**src/rtl/fxh_pkg.sv**
```systemverilog
// ----------------------------------------------------------------------------
// FxHash bucketed table package
// Shared types, constants and helper functions for the hash table.
// ----------------------------------------------------------------------------
package fxh_pkg;

  localparam int unsigned BucketsDef = 16;
  localparam int unsigned SlotsDef = 5;
  localparam int unsigned ValueBitsDef = 32;
  localparam logic [63:0] FxMul = 64'h517cc1b727220a95;
  localparam int unsigned FxRot = 5;
  localparam logic [3:0] KeyBytesRst = 4'd8;

  localparam logic [1:0] FuncInsert = 2'd0;
  localparam logic [1:0] FuncGet = 2'd1;
  localparam logic [1:0] FuncRemove = 2'd2;
  localparam logic [1:0] FuncNone = 2'd3;

  localparam logic [1:0] StatusOk = 2'd0;
  localparam logic [1:0] StatusFull = 2'd1;
  localparam logic [1:0] StatusMiss = 2'd2;

  typedef struct packed {
    logic [1:0]  func;
    logic [63:0] key;
    logic [31:0] value;
  } req_t;

  typedef struct packed {
    logic [1:0]  status;
    logic [31:0] value_out;
    logic        table_empty;
  } rsp_t;

  typedef enum logic [3:0] {
    StIdle,
    StHash,
    StMulLo,
    StMulHi,
    StFetch,
    StScan,
    StShift,
    StDone
  } state_e;

  typedef struct packed {
    logic load;
    logic fold_start;
    logic mul_lo;
    logic mul_hi;
    logic fetch;
    logic scan;
    logic shift;
    logic finish;
  } cmd_t;

  typedef struct packed {
    logic more_chunks;
    logic scan_done;
    logic shift_done;
    logic need_shift;
  } sts_t;

  function automatic logic [3:0] eff_len(input logic [3:0] kb);
    logic [3:0] r;
    r = kb;
    if (kb == 4'd0) r = 4'd1;
    else if (kb > 4'd8) r = 4'd8;
    return r;
  endfunction

  function automatic logic [63:0] byte_mask(input logic [3:0] n);
    logic [63:0] m;
    m = '0;
    for (int i = 0; i < 8; i++) begin
      if (i < int'(n)) m[i*8 +: 8] = 8'hff;
    end
    return m;
  endfunction

endpackage

```
**src/rtl/fxh_ctrl.sv**
```systemverilog
// ----------------------------------------------------------------------------
// FxHash table controller
// Sequences hashing, bucket scan, shift and result transfer.
// ----------------------------------------------------------------------------
module fxh_ctrl (
  input  logic          clk_i,
  input  logic          rst_ni,
  input  logic          in_valid_i,
  output logic          in_ready_o,
  output logic          out_valid_o,
  input  logic          out_ready_i,
  input  fxh_pkg::sts_t sts_i,
  output fxh_pkg::cmd_t cmd_o
);

  fxh_pkg::state_e state_q, state_d;
  logic out_valid_q, out_valid_d;

  always_ff @(posedge clk_i or negedge rst_ni) begin
    if (!rst_ni) begin
      state_q <= fxh_pkg::StIdle;
      out_valid_q <= 1'b0;
    end else begin
      state_q <= state_d;
      out_valid_q <= out_valid_d;
    end
  end

  always_comb begin
    state_d = state_q;
    out_valid_d = out_valid_q;
    cmd_o = '0;
    in_ready_o = 1'b0;
    if (out_valid_q && out_ready_i) out_valid_d = 1'b0;
    case (state_q)
      fxh_pkg::StIdle: begin
        in_ready_o = 1'b1;
        if (in_valid_i) begin
          cmd_o.load = 1'b1;
          state_d = fxh_pkg::StHash;
        end
      end
      fxh_pkg::StHash: begin
        if (sts_i.more_chunks) begin
          cmd_o.fold_start = 1'b1;
          state_d = fxh_pkg::StMulLo;
        end else begin
          state_d = fxh_pkg::StFetch;
        end
      end
      fxh_pkg::StMulLo: begin
        cmd_o.mul_lo = 1'b1;
        state_d = fxh_pkg::StMulHi;
      end
      fxh_pkg::StMulHi: begin
        cmd_o.mul_hi = 1'b1;
        state_d = fxh_pkg::StHash;
      end
      fxh_pkg::StFetch: begin
        cmd_o.fetch = 1'b1;
        state_d = fxh_pkg::StScan;
      end
      fxh_pkg::StScan: begin
        cmd_o.scan = 1'b1;
        if (sts_i.scan_done) begin
          state_d = sts_i.need_shift ? fxh_pkg::StShift : fxh_pkg::StDone;
        end
      end
      fxh_pkg::StShift: begin
        cmd_o.shift = 1'b1;
        if (sts_i.shift_done) state_d = fxh_pkg::StDone;
      end
      fxh_pkg::StDone: begin
        if (!out_valid_q || out_ready_i) begin
          cmd_o.finish = 1'b1;
          out_valid_d = 1'b1;
          state_d = fxh_pkg::StIdle;
        end
      end
      default: state_d = fxh_pkg::StIdle;
    endcase
  end

  assign out_valid_o = out_valid_q;

endmodule

```
**config.mk**
```make
export PLATFORM = sky130hd
export DESIGN_NAME = fxh_ctrl
export DESIGN_NICKNAME = d
export VERILOG_FILES = /design/src/rtl/fxh_pkg.sv /design/src/rtl/fxh_ctrl.sv
export SDC_FILE = /design/constraint.sdc
export NUM_CORES = 1
export LEC_CHECK = 0
export BUFFER_PORTS_ARGS = -buffer_cell sky130_fd_sc_hd__buf_2
export CORE_AREA = 2 2 39 41
export CTS_CLUSTER_DIAMETER = 100
export CTS_CLUSTER_SIZE = 25
export DETAILED_ROUTE_END_ITERATION = 6
export DIE_AREA = 0 0 41 43
export PLACE_DENSITY = 0.55
export SYNTH_ARGS = -nofsm -noshare
export SYNTH_HDL_FRONTEND = slang
export SYNTH_SLANG_ARGS = --single-unit
export TNS_END_PERCENT = 10
```
**constraint.sdc**
```tcl
create_clock -name clk_i -period 1.3 [get_ports clk_i]
set_clock_uncertainty 0.05 [all_clocks]
set_input_delay 0.13 -clock clk_i [delete_from_list [all_inputs] [get_ports clk_i]]
set_output_delay 0.13 -clock clk_i [all_outputs]
set_load 0.05 [all_outputs]
```
==> impl_metrics.yaml <==
yosys:
  yosys-mux-area-fraction_pct: 0
  syn_nets: 45
  synth_cell_types: 23
  yosysWarningCount: 0
  syn_area_per_cell_um2: 8.12
  synth_top_family_by_area: "simple AND/OR/NAND/NOR gates"
  synthCells: 37
  synth_compound_area_share_pct: 20.4
  synth-adder-area-share_pct: 0
  yosysSeqAreaShare_pct: 33.3
  ys_seq_elements: 4
  synth_xor_area_share_pct: 0
  yosys.area_share.simple_pct: 37.9
  netlist_area_um2: 300
cts:
  cts_sinks: 4
  cts_max_level: 1
  cts_buffer_depth: 2
  clk_pin_slew_worst_paths_ns: 0.04
  clock_latency_ns: 0.25
  cts_inserted_buffers: 3
  cts_tree: "done"
  cts-root-buf: "clkbuf_4"
setup_path:
  start_kind: "register"
  arrival_ns: 1.24
  crit_fanout: 6
  cp-end-kind: "primary output"
  required_ns: 1.12
  path_class: "reg -> out"
floorplan:
  coreArea_um2: 1380
  die_area_um2: 1760
  fp.dieW_um: 41
  io_pins: 18
  fp-row-count: 14
  die_h_um: 43
  start_util_pct: 21.7
global_route:
  grt_pass1_wl_mm: 1.88
  grt_pass1_vias: 432
  grt.met2_usage_pct: 26.3
  antenna_found_initial: 0
  met1_usage_pct: 17.2
  grt_max_degree: 8
  grt_remaining_overflow: 0
  grtUsageMet3_pct: 3.66
  busiest_layer: "met2"
  track_usage_pct: 17.5
placement:
  io_buffers: 17
  post-dp-hpwl_um: 597
  gp_congestion: 0.696
  pre_cts_ws_ns: -0.0201
power:
  p_per_area_nw_per_um2: 2960
  vdd_drop_max_v: 0.00137
  leakage_nw: 0.341
drt:
  drt-pass1-iter-count: 3
  drc: 0
  wl_per_cell_um: 14.1
  num_vias: 420
  drt_iter0_markers: 2
  drtAntennaViolNets: 0
  routed_wl_mm: 1.26
  post_drt_via_cell_ratio: 4.72
cells_and_area:
  fin_nets: 83
  antenna_cells: 0
  fin_util_pct: 50.8
  area_growth_pct: 134
  layout-drive-gt1-share_pct: 75.3
outcome:
  violations: "setup timing"
  status: "finished with violations"
timing:
  period_needed_ns: 1.42
  fin_crit_sh_pct: 110
  rsz0062_at_grt: "true"
  hold_viol: 0
  worst_slew_pin_slew_ns: 0.249
  timing.hold.ws_ns: 0.128
  fin_ws_ns: -0.124
  fmax_ghz: 0.702
  slew_violations: 0
  slew_headroom_pct: 83.5
  setup_viol: 10
hold_path:
  hp-class: "in -> reg"
job:
  cap_viol_max_count: 0
critical path, stage by stage (launching register included):
cell and delay [ns]:
dfrtp_2 0.42, buf_6 0.14, buf_6 0.11, nand2_4 0.05, nor2_4 0.12, buf_6 0.16
stage by stage:
step,instances,TNS (ns),area (um^2),total power [mW]
floorplan,37,-0.910,320,1.02
global placement,77,-0.00650,483,1.35
detailed placement,77,-0.0313,483,1.35
CTS,88,-0.706,661,1.90
global route,89,-1.33,703,2.18
finish,89,-0.938,703,2.08
cell type report:
class                           instances  area (um^2)
Inverter                                2         7.51
Tap cell                               16         20.0
Clock buffer                            3         22.5
Fill cell                             129          681
Multi-Input combinational cell         28          244
Timing Repair Buffer                   36          305
Sequential cell                         4          104
state kept, by name, indices dropped and copies added (netlist names):
register,count
out_valid_o,1
state_q,3
cells in the mapped netlist (all sizes together):
cell type,count,area [um^2]
dfrtp,4,100
nor2,4,17.5
o21ai,4,20.0
buf,3,17.5
nand2,3,11.3
nand2b,3,18.8
and3,2,17.5
inv,2,7.50
nor3,2,10.0
nor3b,2,20.0
a21o,1,8.76
a21oi,1,5.00
a221o,1,10.0
a32o,1,10.0
nand3,1,5.00
nand3b,1,7.51
nor2b,1,6.26
o21a,1,7.51
worst paths after layout:
kind	startpoint	to	slack, ns	cells after the start
max in group asynchronous	rst_ni	state_q[1]	0.89	2
max reg2reg	state_q[1]	state_q[1]	-0.07	5
min in group asynchronous	rst_ni	state_q[2]	0.17	2
min	sts_i[2]	state_q[0]	0.13	3
min reg2reg	state_q[2]	out_valid_o	0.62	2
max	state_q[1]	cmd_o[4]	-0.12	5
logic make-up after synthesis:
kind of cell    Yosys count
compound gates            9
buf+inv                   5
flops                     4
simple gates             19
timing repair:
| action | CTS | global route |
|---|---|---|
| pin swaps | 1 | 2 |
| resized for setup | 31 | 9 |
| hold endpoints to repair | 4 | 0 |
| setup endpoints to repair | 10 | 10 |
| buffers inserted | 7 | 1 |
| hold buffers | 1 | 0 |
where the power goes:
part / switching [mW] / total (mW) / internal [mW]
Combinational: 0.855 / 1.61 / 0.760
Sequential: 0.110 / 0.305 / 0.196
Clock: 0.0609 / 0.165 / 0.104
layer usage:
metal  wire length [um]  vias up
li1                   -      201
met1                483      201
met2                648       12
met3                 50        6
met4                 74        0
met5                  0        -
cell usage in the layout (no fill, tap or decap), types with 2 or more instances in the layout:
master / instances
nor3_4: 2
buf_2: 8
buf_6: 12
o21ai_1: 4
clkbuf_4: 3
nor2_4: 2
nand2b_1: 2
buf_4: 14
dfrtp_2: 3
nor2_2: 2
Note: power is estimated with default switching activity, not from simulation.
